`config.mk`:
```
export PLATFORM = sky130hd
export DESIGN_NAME = prescaled_8bit_timer_pwm
export DESIGN_NICKNAME = d
export VERILOG_FILES = /design/src/hdl/p8tmr_pkg.sv /design/src/hdl/prescaled_8bit_timer_pwm.sv
export SDC_FILE = /design/constraint.sdc
export NUM_CORES = 1
export LEC_CHECK = 0
export ABC_AREA = 0
export BUFFER_PORTS_ARGS = -buffer_cell sky130_fd_sc_hd__clkbuf_2
export CAP_MARGIN = 10
export CORE_ASPECT_RATIO = 0.75
export CORE_MARGIN = 10
export CORE_UTILIZATION = 30
export CTS_CLUSTER_SIZE = 30
export DETAILED_ROUTE_END_ITERATION = 8
export SYNTH_ARGS = -nofsm -noshare
export SYNTH_HDL_FRONTEND = slang
export SYNTH_SLANG_ARGS = --single-unit
```
`constraint.sdc`:
```
create_clock -name clk -period 5.1 [get_ports clk]
set_input_delay 0.51 -clock clk [delete_from_list [all_inputs] [get_ports clk]]
set_output_delay 0.51 -clock clk [all_outputs]
set_load 0.03 [all_outputs]
```
`src/hdl/p8tmr_pkg.sv`:
```
package p8tmr_pkg;

  // Operation carried by one input item
  typedef enum logic [1:0] {
    OP_TICK      = 2'd0,
    OP_WRITE_CNT = 2'd1,
    OP_CLR_FLAGS = 2'd2,
    OP_WRITE_PIN = 2'd3
  } opcode_t;

  // Waveform generation modes
  localparam logic [1:0] WGM_NORMAL = 2'd0;
  localparam logic [1:0] WGM_PHASE  = 2'd1;
  localparam logic [1:0] WGM_CTC    = 2'd2;
  localparam logic [1:0] WGM_FAST   = 2'd3;

  // Compare output actions
  localparam logic [1:0] COM_OFF    = 2'd0;
  localparam logic [1:0] COM_TOGGLE = 2'd1;
  localparam logic [1:0] COM_CLEAR  = 2'd2;
  localparam logic [1:0] COM_SET    = 2'd3;

  // Configuration register indexes
  localparam logic [1:0] REG_CLOCK_SELECT  = 2'd0;
  localparam logic [1:0] REG_WAVEFORM_MODE = 2'd1;
  localparam logic [1:0] REG_OUTPUT_MODE   = 2'd2;

  localparam logic [2:0] CS_STOPPED = 3'd0;
  localparam logic [7:0] CNT_TOP    = 8'hFF;
  localparam logic [7:0] CNT_BOTTOM = 8'h00;

  // Last prescaler count before the counter advances (divisor - 1)
  function automatic logic [9:0] presc_last(input logic [2:0] sel);
    logic [9:0] r;
    case (sel)
      3'd1:    r = 10'd0;
      3'd2:    r = 10'd7;
      3'd3:    r = 10'd31;
      3'd4:    r = 10'd63;
      3'd5:    r = 10'd127;
      3'd6:    r = 10'd255;
      3'd7:    r = 10'd1023;
      default: r = 10'd0;
    endcase
    return r;
  endfunction

  // Pin action for normal and CTC modes
  function automatic logic pin_plain(input logic [1:0] om, input logic en, input logic pin);
    logic r;
    r = pin;
    if (en) begin
      case (om)
        COM_TOGGLE: r = ~pin;
        COM_CLEAR:  r = 1'b0;
        COM_SET:    r = 1'b1;
        default:    r = pin;
      endcase
    end
    return r;
  endfunction

  // Pin action for fast PWM; match low means the wrap at top
  function automatic logic pin_fast(input logic [1:0] om, input logic en, input logic match,
                                    input logic pin);
    logic r;
    r = pin;
    if (en) begin
      case (om)
        COM_TOGGLE: r = match ? ~pin : pin;
        COM_CLEAR:  r = ~match;
        COM_SET:    r = match;
        default:    r = pin;
      endcase
    end
    return r;
  endfunction

  // Pin action for phase correct PWM; toggle is reserved there
  function automatic logic pin_phase(input logic [1:0] om, input logic en, input logic up,
                                     input logic pin);
    logic r;
    r = pin;
    if (en) begin
      case (om)
        COM_CLEAR: r = ~up;
        COM_SET:   r = up;
        default:   r = pin;
      endcase
    end
    return r;
  endfunction

endpackage

```
`src/hdl/prescaled_8bit_timer_pwm.sv`:
```
// 8-bit timer/counter with prescaler, four waveform modes and one compare pin.
// Input channel (in_valid/in_ready) carries one item per io clock tick or
// register access: opcode, write_data, compare_value, pin_drive_enable.
// Output channel (out_valid/out_ready) returns one item per input item: the
// counter, both sticky flags, the pin level and the count direction after
// that item.
// The result of an accepted item is registered in the timer state and shows on
// the outputs in the next cycle. Throughput is one item per cycle while
// out_ready stays high; the timer state registers are the result registers,
// so the next item is taken in the same cycle that the current result is taken.
// When the receiver stalls, in_ready drops and the timer holds its state,
// since each item is one tick of time that has not yet happened.
// Configuration (cfg_write/cfg_index/cfg_data) is registered on cfg_write and
// should only change while no item is pending.
// Synchronous reset: stopped clock, counter and flags zero, pin high,
// output channel empty.
module prescaled_8bit_timer_pwm (
  input  logic       clk,
  input  logic       rst,
  // input items
  input  logic       in_valid,
  output logic       in_ready,
  input  logic [1:0] opcode,
  input  logic [7:0] write_data,
  input  logic [7:0] compare_value,
  input  logic       pin_drive_enable,
  // result items
  output logic       out_valid,
  input  logic       out_ready,
  output logic [7:0] count,
  output logic       overflow_flag,
  output logic       compare_flag,
  output logic       pin_level,
  output logic       down_counting,
  // configuration
  input  logic       cfg_write,
  input  logic [1:0] cfg_index,
  input  logic [2:0] cfg_data
);

  logic [2:0] clock_select;
  logic [1:0] waveform_mode;
  logic [1:0] output_mode;

  logic [7:0] count_value, count_value_next;
  logic [9:0] prescale_count, prescale_count_next;
  logic [2:0] active_sel, active_sel_next;
  logic [7:0] compare_buffer, compare_buffer_next;
  logic       overflow_bit, overflow_bit_next;
  logic       compare_bit, compare_bit_next;
  logic       pin_bit, pin_bit_next;
  logic       counting_down, counting_down_next;
  logic       missed_compare, missed_compare_next;

  logic in_fire;

  assign in_ready = ~out_valid | out_ready;
  assign in_fire  = in_valid & in_ready;

  // Configuration registers
  always_ff @(posedge clk) begin
    if (rst) begin
      clock_select  <= p8tmr_pkg::CS_STOPPED;
      waveform_mode <= p8tmr_pkg::WGM_NORMAL;
      output_mode   <= p8tmr_pkg::COM_OFF;
    end else if (cfg_write) begin
      case (cfg_index)
        p8tmr_pkg::REG_CLOCK_SELECT:  clock_select  <= cfg_data;
        p8tmr_pkg::REG_WAVEFORM_MODE: waveform_mode <= cfg_data[1:0];
        p8tmr_pkg::REG_OUTPUT_MODE:   output_mode   <= cfg_data[1:0];
        default: ;
      endcase
    end
  end

  // Next timer state for one item
  always_comb begin
    logic [9:0] presc_base;
    logic [7:0] cmp;
    logic       en;
    cmp = compare_value;
    en  = pin_drive_enable;
    presc_base          = prescale_count;
    count_value_next    = count_value;
    prescale_count_next = prescale_count;
    active_sel_next     = active_sel;
    compare_buffer_next = compare_buffer;
    overflow_bit_next   = overflow_bit;
    compare_bit_next    = compare_bit;
    pin_bit_next        = pin_bit;
    counting_down_next  = counting_down;
    missed_compare_next = missed_compare;

    if (in_fire) begin
      case (p8tmr_pkg::opcode_t'(opcode))
        p8tmr_pkg::OP_TICK: begin
          if (clock_select == p8tmr_pkg::CS_STOPPED) begin
            active_sel_next     = p8tmr_pkg::CS_STOPPED;
            prescale_count_next = '0;
          end else begin
            // divisor change restarts the prescaler
            if (clock_select != active_sel) begin
              if (active_sel == p8tmr_pkg::CS_STOPPED && count_value > cmp)
                missed_compare_next = 1'b1;
              active_sel_next = clock_select;
              presc_base      = '0;
            end else begin
              missed_compare_next = 1'b0;
            end

            if (presc_base == p8tmr_pkg::presc_last(clock_select)) begin
              prescale_count_next = '0;
              // counter advance, per waveform mode
              case (waveform_mode)
                p8tmr_pkg::WGM_NORMAL: begin
                  if (count_value == p8tmr_pkg::CNT_TOP) begin
                    count_value_next  = '0;
                    overflow_bit_next = 1'b1;
                    pin_bit_next      = p8tmr_pkg::pin_plain(output_mode, en, pin_bit);
                  end else begin
                    count_value_next = count_value + 8'd1;
                  end
                end
                p8tmr_pkg::WGM_CTC: begin
                  if (count_value == cmp) begin
                    count_value_next = '0;
                    compare_bit_next = 1'b1;
                    pin_bit_next     = p8tmr_pkg::pin_plain(output_mode, en, pin_bit);
                  end else begin
                    count_value_next = count_value + 8'd1;
                  end
                end
                p8tmr_pkg::WGM_FAST: begin
                  if (count_value == p8tmr_pkg::CNT_TOP) begin
                    count_value_next    = '0;
                    compare_buffer_next = cmp;
                    pin_bit_next = p8tmr_pkg::pin_fast(output_mode, en, 1'b0, pin_bit);
                    overflow_bit_next   = 1'b1;
                  end else begin
                    if (count_value == compare_buffer) begin
                      compare_bit_next = 1'b1;
                      pin_bit_next = p8tmr_pkg::pin_fast(output_mode, en, 1'b1, pin_bit);
                    end
                    count_value_next = count_value + 8'd1;
                  end
                end
                default: begin
                  // phase correct: turn around at top and bottom
                  if (count_value == p8tmr_pkg::CNT_TOP) begin
                    if (compare_buffer == p8tmr_pkg::CNT_TOP) compare_bit_next = 1'b1;
                    if (missed_compare_next ||
                        (compare_buffer == p8tmr_pkg::CNT_TOP && cmp != p8tmr_pkg::CNT_TOP))
                      pin_bit_next = p8tmr_pkg::pin_phase(output_mode, en, 1'b1, pin_bit_next);
                    counting_down_next  = 1'b1;
                    compare_buffer_next = cmp;
                    if (cmp == p8tmr_pkg::CNT_TOP)
                      pin_bit_next = p8tmr_pkg::pin_phase(output_mode, en, 1'b0, pin_bit_next);
                    count_value_next = count_value - 8'd1;
                  end else if (count_value == p8tmr_pkg::CNT_BOTTOM) begin
                    counting_down_next = 1'b0;
                    overflow_bit_next  = 1'b1;
                    count_value_next   = 8'd1;
                  end else begin
                    if (count_value == compare_buffer) begin
                      compare_bit_next = 1'b1;
                      pin_bit_next = p8tmr_pkg::pin_phase(output_mode, en, ~counting_down,
                                                          pin_bit);
                    end
                    count_value_next = counting_down ? count_value - 8'd1
                                                     : count_value + 8'd1;
                  end
                end
              endcase
            end else begin
              prescale_count_next = presc_base + 10'd1;
            end
          end
        end
        p8tmr_pkg::OP_WRITE_CNT: count_value_next = write_data;
        p8tmr_pkg::OP_CLR_FLAGS: begin
          if (write_data[0]) overflow_bit_next = 1'b0;
          if (write_data[1]) compare_bit_next  = 1'b0;
        end
        p8tmr_pkg::OP_WRITE_PIN: pin_bit_next = write_data[0];
        default: ;
      endcase
    end
  end

  // Timer state, which is also the result register
  always_ff @(posedge clk) begin
    if (rst) begin
      count_value    <= '0;
      prescale_count <= '0;
      active_sel     <= p8tmr_pkg::CS_STOPPED;
      compare_buffer <= '0;
      overflow_bit   <= 1'b0;
      compare_bit    <= 1'b0;
      pin_bit        <= 1'b1;
      counting_down  <= 1'b0;
      missed_compare <= 1'b0;
    end else begin
      count_value    <= count_value_next;
      prescale_count <= prescale_count_next;
      active_sel     <= active_sel_next;
      compare_buffer <= compare_buffer_next;
      overflow_bit   <= overflow_bit_next;
      compare_bit    <= compare_bit_next;
      pin_bit        <= pin_bit_next;
      counting_down  <= counting_down_next;
      missed_compare <= missed_compare_next;
    end
  end

  // Output valid
  always_ff @(posedge clk) begin
    if (rst) begin
      out_valid <= 1'b0;
    end else if (in_fire) begin
      out_valid <= 1'b1;
    end else if (out_ready) begin
      out_valid <= 1'b0;
    end
  end

  assign count         = count_value;
  assign overflow_flag = overflow_bit;
  assign compare_flag  = compare_bit;
  assign pin_level     = pin_bit;
  assign down_counting = counting_down;

endmodule
```
Word-level counts from Yosys, hierarchy flattened --
Index checks and enable logic that the tools add are counted.
Word-level totals: register bits 42, latch bits 0, bits in writable memories 0, ROM bits 0, input bits 29, output and inout port bits 14, memories kept 0
Cells by class: add/subtract/negate cells 3, multiply operators 0, div/mod/pow operators 0, magnitude comparators 1, eq/ne operators 44, shift-type cells 0, mux-type cells 72, bitwise operators 8, reduce and logical (&&, ||, !) cells 30
Operators by type and width (number):
- two-way mux 10 bit | 9
- one-hot mux 10 bit (6 select lines) | 1
- two-way mux 8 bit | 7
- two-way mux 1 bit | 40
- one-hot mux 8 bit (2 select lines) | 2
- == test 8 bit (second input constant) | 3
- != test 3 bit (second input constant) | 6
- == test 8 bit | 2
- one-hot mux 1 bit (2 select lines) | 8
- == test 2 bit (second input constant) | 7
- AND reduction 13 bit | 1
- == test 3 bit (second input constant) | 4
- != test 2 bit (second input constant) | 6
- AND reduction 6 bit | 2
- nonzero test 2 bit | 6
- adder 10 x 1 -> 10 bit (second input constant) | 1
- == test 10 bit | 1
- != test 5 x 3 -> 1 bit (second input constant) | 2
- AND reduction 10 bit | 1
- one-hot mux 1 bit (3 select lines) | 3
- AND reduction 9 bit | 1
- adder 8 x 1 -> 8 bit (second input constant) | 1
- > comparator 8 bit | 1
- logical NOT 8 bit | 1
- other kinds (23) | 42

Logic depth before layout (Yosys ltp) --
depth in word-level cells 17, gate-level depth with buffers 11, gate-level depth less buffers 9

Worst setup path after synthesis --
No wires, ideal clock.
path kind reg2reg, start point register count_value[1], in the netlist count[1], end point register count_value[3], in the netlist count[3], library setup time 133 ps, data arrival time 2443 ps, required time 4967 ps, slack 2524 ps, stages on the path, launching flop included 11, path buffers 1, clock period less this slack 2576 ps, cell sequence dfxtp_1 > clkbuf_1 > inv_1 > ha_1 > nor3b_1 > a21oi_1 > o21ai_0 > mux4_2 > a21oi_1 > a221oi_1 > nor3_1
On the way: word-level cells in the longest chain between the ends 8, elaborated cells on any way between the ends 14
RTL lines:
- start: declaration | RTL line prescaled_8bit_timer_pwm.sv:45 | logic [7:0] count_value, count_value_next;
- start signal: assignment | RTL line prescaled_8bit_timer_pwm.sv:203 | count_value <= count_value_next;
- adder 8 x 1 -> 8 bit or subtractor 8 x 1 -> 8 bit (tied branches)
- two-way mux 8 bit | RTL line prescaled_8bit_timer_pwm.sv:169 | count_value_next = counting_down ? count_value - 8'd1
- two-way mux 8 bit | RTL line prescaled_8bit_timer_pwm.sv:159 | end else if (count_value == p8tmr_pkg::CNT_BOTTOM) begin
- two-way mux 8 bit | RTL line prescaled_8bit_timer_pwm.sv:149 | if (count_value == p8tmr_pkg::CNT_TOP) begin
- one-hot mux 8 bit (2 select lines) * | RTL line prescaled_8bit_timer_pwm.sv:114 | case (waveform_mode)
- two-way mux 8 bit * | RTL line prescaled_8bit_timer_pwm.sv:111 | if (presc_base == p8tmr_pkg::presc_last(clock_select)) begin
- two-way mux 8 bit * | RTL line prescaled_8bit_timer_pwm.sv:97 | if (clock_select == p8tmr_pkg::CS_STOPPED) begin
- one-hot mux 8 bit (2 select lines) * | RTL line prescaled_8bit_timer_pwm.sv:95 | case (p8tmr_pkg::opcode_t'(opcode))
Mark *: on every way between the ends. The rest lies on a longest branch, timed or not. The select of a mux whose other input is x is not followed. A chain may end at the register's enable or synchronous reset.

Final worst setup path --
start point register clock_select[2], end point register count_value[0], in the netlist count[0]
On the way: word-level cells in the longest chain between the ends 8, elaborated cells on any way between the ends 20
RTL lines:
- start: declaration | RTL line prescaled_8bit_timer_pwm.sv:41 | logic [2:0] clock_select;
- start signal: assignment | RTL line prescaled_8bit_timer_pwm.sv:63 | clock_select <= p8tmr_pkg::CS_STOPPED;
- start signal: assignment | RTL line prescaled_8bit_timer_pwm.sv:68 | p8tmr_pkg::REG_CLOCK_SELECT: clock_select <= cfg_data;
- == test 3 bit, or another cell as far along | RTL line p8tmr_pkg.sv:35 | case (sel)
- one-hot mux 10 bit (6 select lines) or two-way mux 10 bit (tied branches) | RTL line p8tmr_pkg.sv:35, prescaled_8bit_timer_pwm.sv:102
- two-way mux 10 bit | RTL line prescaled_8bit_timer_pwm.sv:97
- two-way mux 10 bit | RTL line prescaled_8bit_timer_pwm.sv:95
- two-way mux 10 bit | RTL line prescaled_8bit_timer_pwm.sv:94 | if (in_fire) begin
- == test 10 bit | RTL line prescaled_8bit_timer_pwm.sv:111
- != test 2 bit (no source line)
- AND reduction 4 bit (no source line) *
Marked as above.

==> results.cfg <==
[cts]
htree_levels = 2
cts_root_buf = clkbuf_16
clk_pin_slew_ps = 60
post_cts_buffers = 0
cts_tree = done
cts_made_buffers = 5
worstSkewPairLatency_ps = 290
cts_buffer_depth = 2
ctsResizeCount = 0
cts_sinks = 42
ctsHoldBuffers = 0

[critical_path]
crit_fanout = 11
worst_setup_path_end_kind = register
r2r_cells = 7
cp.required_ps = 5280
r2r-end = count[0]
worstSetupPathType = register to register
r2r_slack_ps = 1820
critPathLaunchType = register
critical_path_arrival_ps = 3450
r2r_start = clock_select[2]

[min_path]
min_to = clock_select[2]
hold_path_startpoint = cfg_data[2]
hold_path_class = input pin to register
hold_path_depth = 3

[route]
drtPass1Iterations = 5
first_iter_violations = 315
topRoutingLayerUsed = met4
drt-vias-per-instance = 5.80
wl_per_cell_um = 17.7
drc = 0
met2WireLength_um = 4280
routed-wl-met3_um = 935
vias = 3523
wirelength_um = 10700
wl_met1_um = 5420
ant_nets = 0

[floorplanning]
rows = 33
ios = 43
core-area_um2 = 10900
initial_utilization_pct = 30.7
dieHeight_um = 112
die_w_um = 142
dieArea_um2 = 15900

[timing]
finalHoldViolCount = 0
tns_ps = 0
final_max_slew_viol_count = 0
finalCritPeriodShare_pct = 64.3
grt_setup_unrepaired = false
worst_pin_slew_ps = 954
fin_worst_skew_ps = 5.92
fmax_ghz = 0.305
relSlewSlack_pct = 36.4
fin_crit_ps = 3280
setup_viol_count_final = 0

[final_layout]
num-fill-cells = 1147
antennaDiodeCount = 0
fin_cells = 607
drive_gt1_share_pct = 13.7
area_delta_synth_final_pct = 12.9
nets = 514
fin_util_pct = 34.6

[power_and_ir_drop]
power_w = 0.000847
power.density_nw_per_um2 = 224
max-vdd-ir-drop_v = 0.000182
leakagePower_nw = 1.52

[logic_synthesis]
synth-seq-cells = 42
synthCells = 441
synth_top_area_share_pct = 25.1
ys_seq_area_share_pct = 25.1
synth_area_leaders = dfxtp_1 (25%), ha_1 (7.1%), a21oi_1 (5.7%)
synth_ff_type = dfxtp_1
yosys_warnings = 0
ys_types = 61
syn_area_per_cell_um2 = 7.61
yosysTopAreaCell = dfxtp_1
netlist_area_um2 = 3360
syn_nets = 489
async_flop_share_pct = 0
synth_edf_count = 0

[grt]
antenna_found_initial = 0
grt_pass1_vias = 3219
grt_pass1_wl_um = 17400
grt_usage_pct = 13.2
overflow = 0
grt_max_degree = 42

[run_status]
status = finished, final reports clean

[placed_design]
place.port_buffers = 42
dp_cells = 599
dp.final_hpwl_um = 8140
gp_congestion = 0.930

[flow_run]
cap_violations = 0
-- final cells by class --
cell class	instances	area (um^2)	area share (%)
Multi-Input combinational cell	348	2310	61.1
Sequential cell	42	841	22.2
Timing Repair Buffer	42	210	5.55
Tap cell	140	175	4.63
Clock buffer	7	143	3.77
Inverter	27	101	2.68
Clock inverter	1	5.00	0.132
-- registers in the layout, summed over array words and instances (netlist names), named ones only --
| register | count |
|---|---|
| prescale_count | 10 |
| compare_buffer | 8 |
| count | 8 |
| active_sel | 3 |
| clock_select | 3 |
| output_mode | 2 |
| waveform_mode | 2 |
| compare_flag | 1 |
| down_counting | 1 |
| missed_compare | 1 |
| out_valid | 1 |
| overflow_flag | 1 |
-- critical path: stages, from the launching register on --
cell,delay (ps)
dfxtp_1,530
xor2_1,190
nor3_2,620
a32oi_1,270
a2111oi_4,650
and3_1,430
nor2_1,140
a211oi_1,330
-- synth_stat cells (3+ instances only) --
| library cell | number |
|---|---|
| nor4_1 | 4 |
| nor3b_1 | 3 |
| a211oi_1 | 5 |
| inv_1 | 26 |
| a32oi_1 | 7 |
| clkbuf_1 | 17 |
| o221a_2 | 4 |
| o21ai_0 | 20 |
| dfxtp_1 | 42 |
| buf_2 | 3 |
| xnor2_1 | 15 |
| o22ai_1 | 3 |
| o41ai_1 | 3 |
| nand2_1 | 33 |
| nor2_1 | 48 |
| a21oi_1 | 38 |
| nand3_1 | 11 |
| ha_1 | 19 |
| and3_1 | 8 |
| mux2i_1 | 17 |
| a21o_1 | 3 |
| a221oi_1 | 9 |
| or3_1 | 4 |
| and4_1 | 3 |
| o211ai_1 | 5 |
| nand2b_1 | 5 |
| nand4_1 | 15 |
| nand3b_1 | 3 |
| nor3_1 | 21 |
| xor2_1 | 5 |
-- worst max-delay path by stage --
| stage | slack [ps] | startpoint | endpoint | cells after the start |
|---|---|---|---|---|
| finish | 1820 | clock_select[2] | count[0] | 7 |
| global route | 1560 | clock_select[2] | count[4] | 7 |
| CTS | 1890 | clock_select[2] | compare_buffer[5] | 7 |
| detailed placement | 1890 | clock_select[2] | compare_buffer[4] | 7 |
| global placement | 1930 | clock_select[2] | count[0] | 7 |
| floorplan | 2520 | count[1] | count[3] | 10 |
-- cell families after synthesis --
family,Yosys count,share of synthesized area (%)
compound gates,122,25.5
xor+xnor,20,5.22
fa+ha+maj,19,7.08
buf+inv,51,6.04
flops,42,25.1
mux,18,5.74
simple gates,169,25.4
-- routing by layer --
| layer | vias up | track usage (%) |
|---|---|---|
| met3 | 9 | 3.99 |
| met4 | 0 | 3.54 |
| li1 | 1683 | - |
| met2 | 155 | 17.1 |
| met1 | 1676 | 20.1 |
| met5 | - | 0 |
-- where the power goes --
part	switching, W	internal (W)
registers	0.0000174	0.000335
clock network	0.000135	0.000194
logic	0.000107	0.0000585
-- layout by cell type, fill, tap and decap left out, drive strengths merged, types with 4 or more instances in the layout --
| master | count |
|---|---|
| nand4 | 16 |
| nor4 | 4 |
| nor2 | 48 |
| nand3 | 13 |
| o211ai | 5 |
| a221oi | 10 |
| xor2 | 5 |
| xnor2 | 15 |
| dfxtp | 42 |
| inv | 26 |
| mux2i | 17 |
| nand2b | 5 |
| a211oi | 5 |
| and3 | 8 |
| ha | 19 |
| clkbuf | 49 |
| a32oi | 7 |
| o221a | 4 |
| or3 | 4 |
| o21ai | 20 |
| nand2 | 33 |
| a21oi | 38 |
| nor3 | 22 |
-- stage by stage --
step                      hold slack, ps  worst slack [ps]  area, um^2
final                                456              1820        3790
after CTS                            445              1890        3790
after global routing                 492              1560        3790
after floorplan                      479              2520        3360
after detailed placement             477              1890        3640
after global placement               473              1930        3640
(Power assumes the default switching activity.)
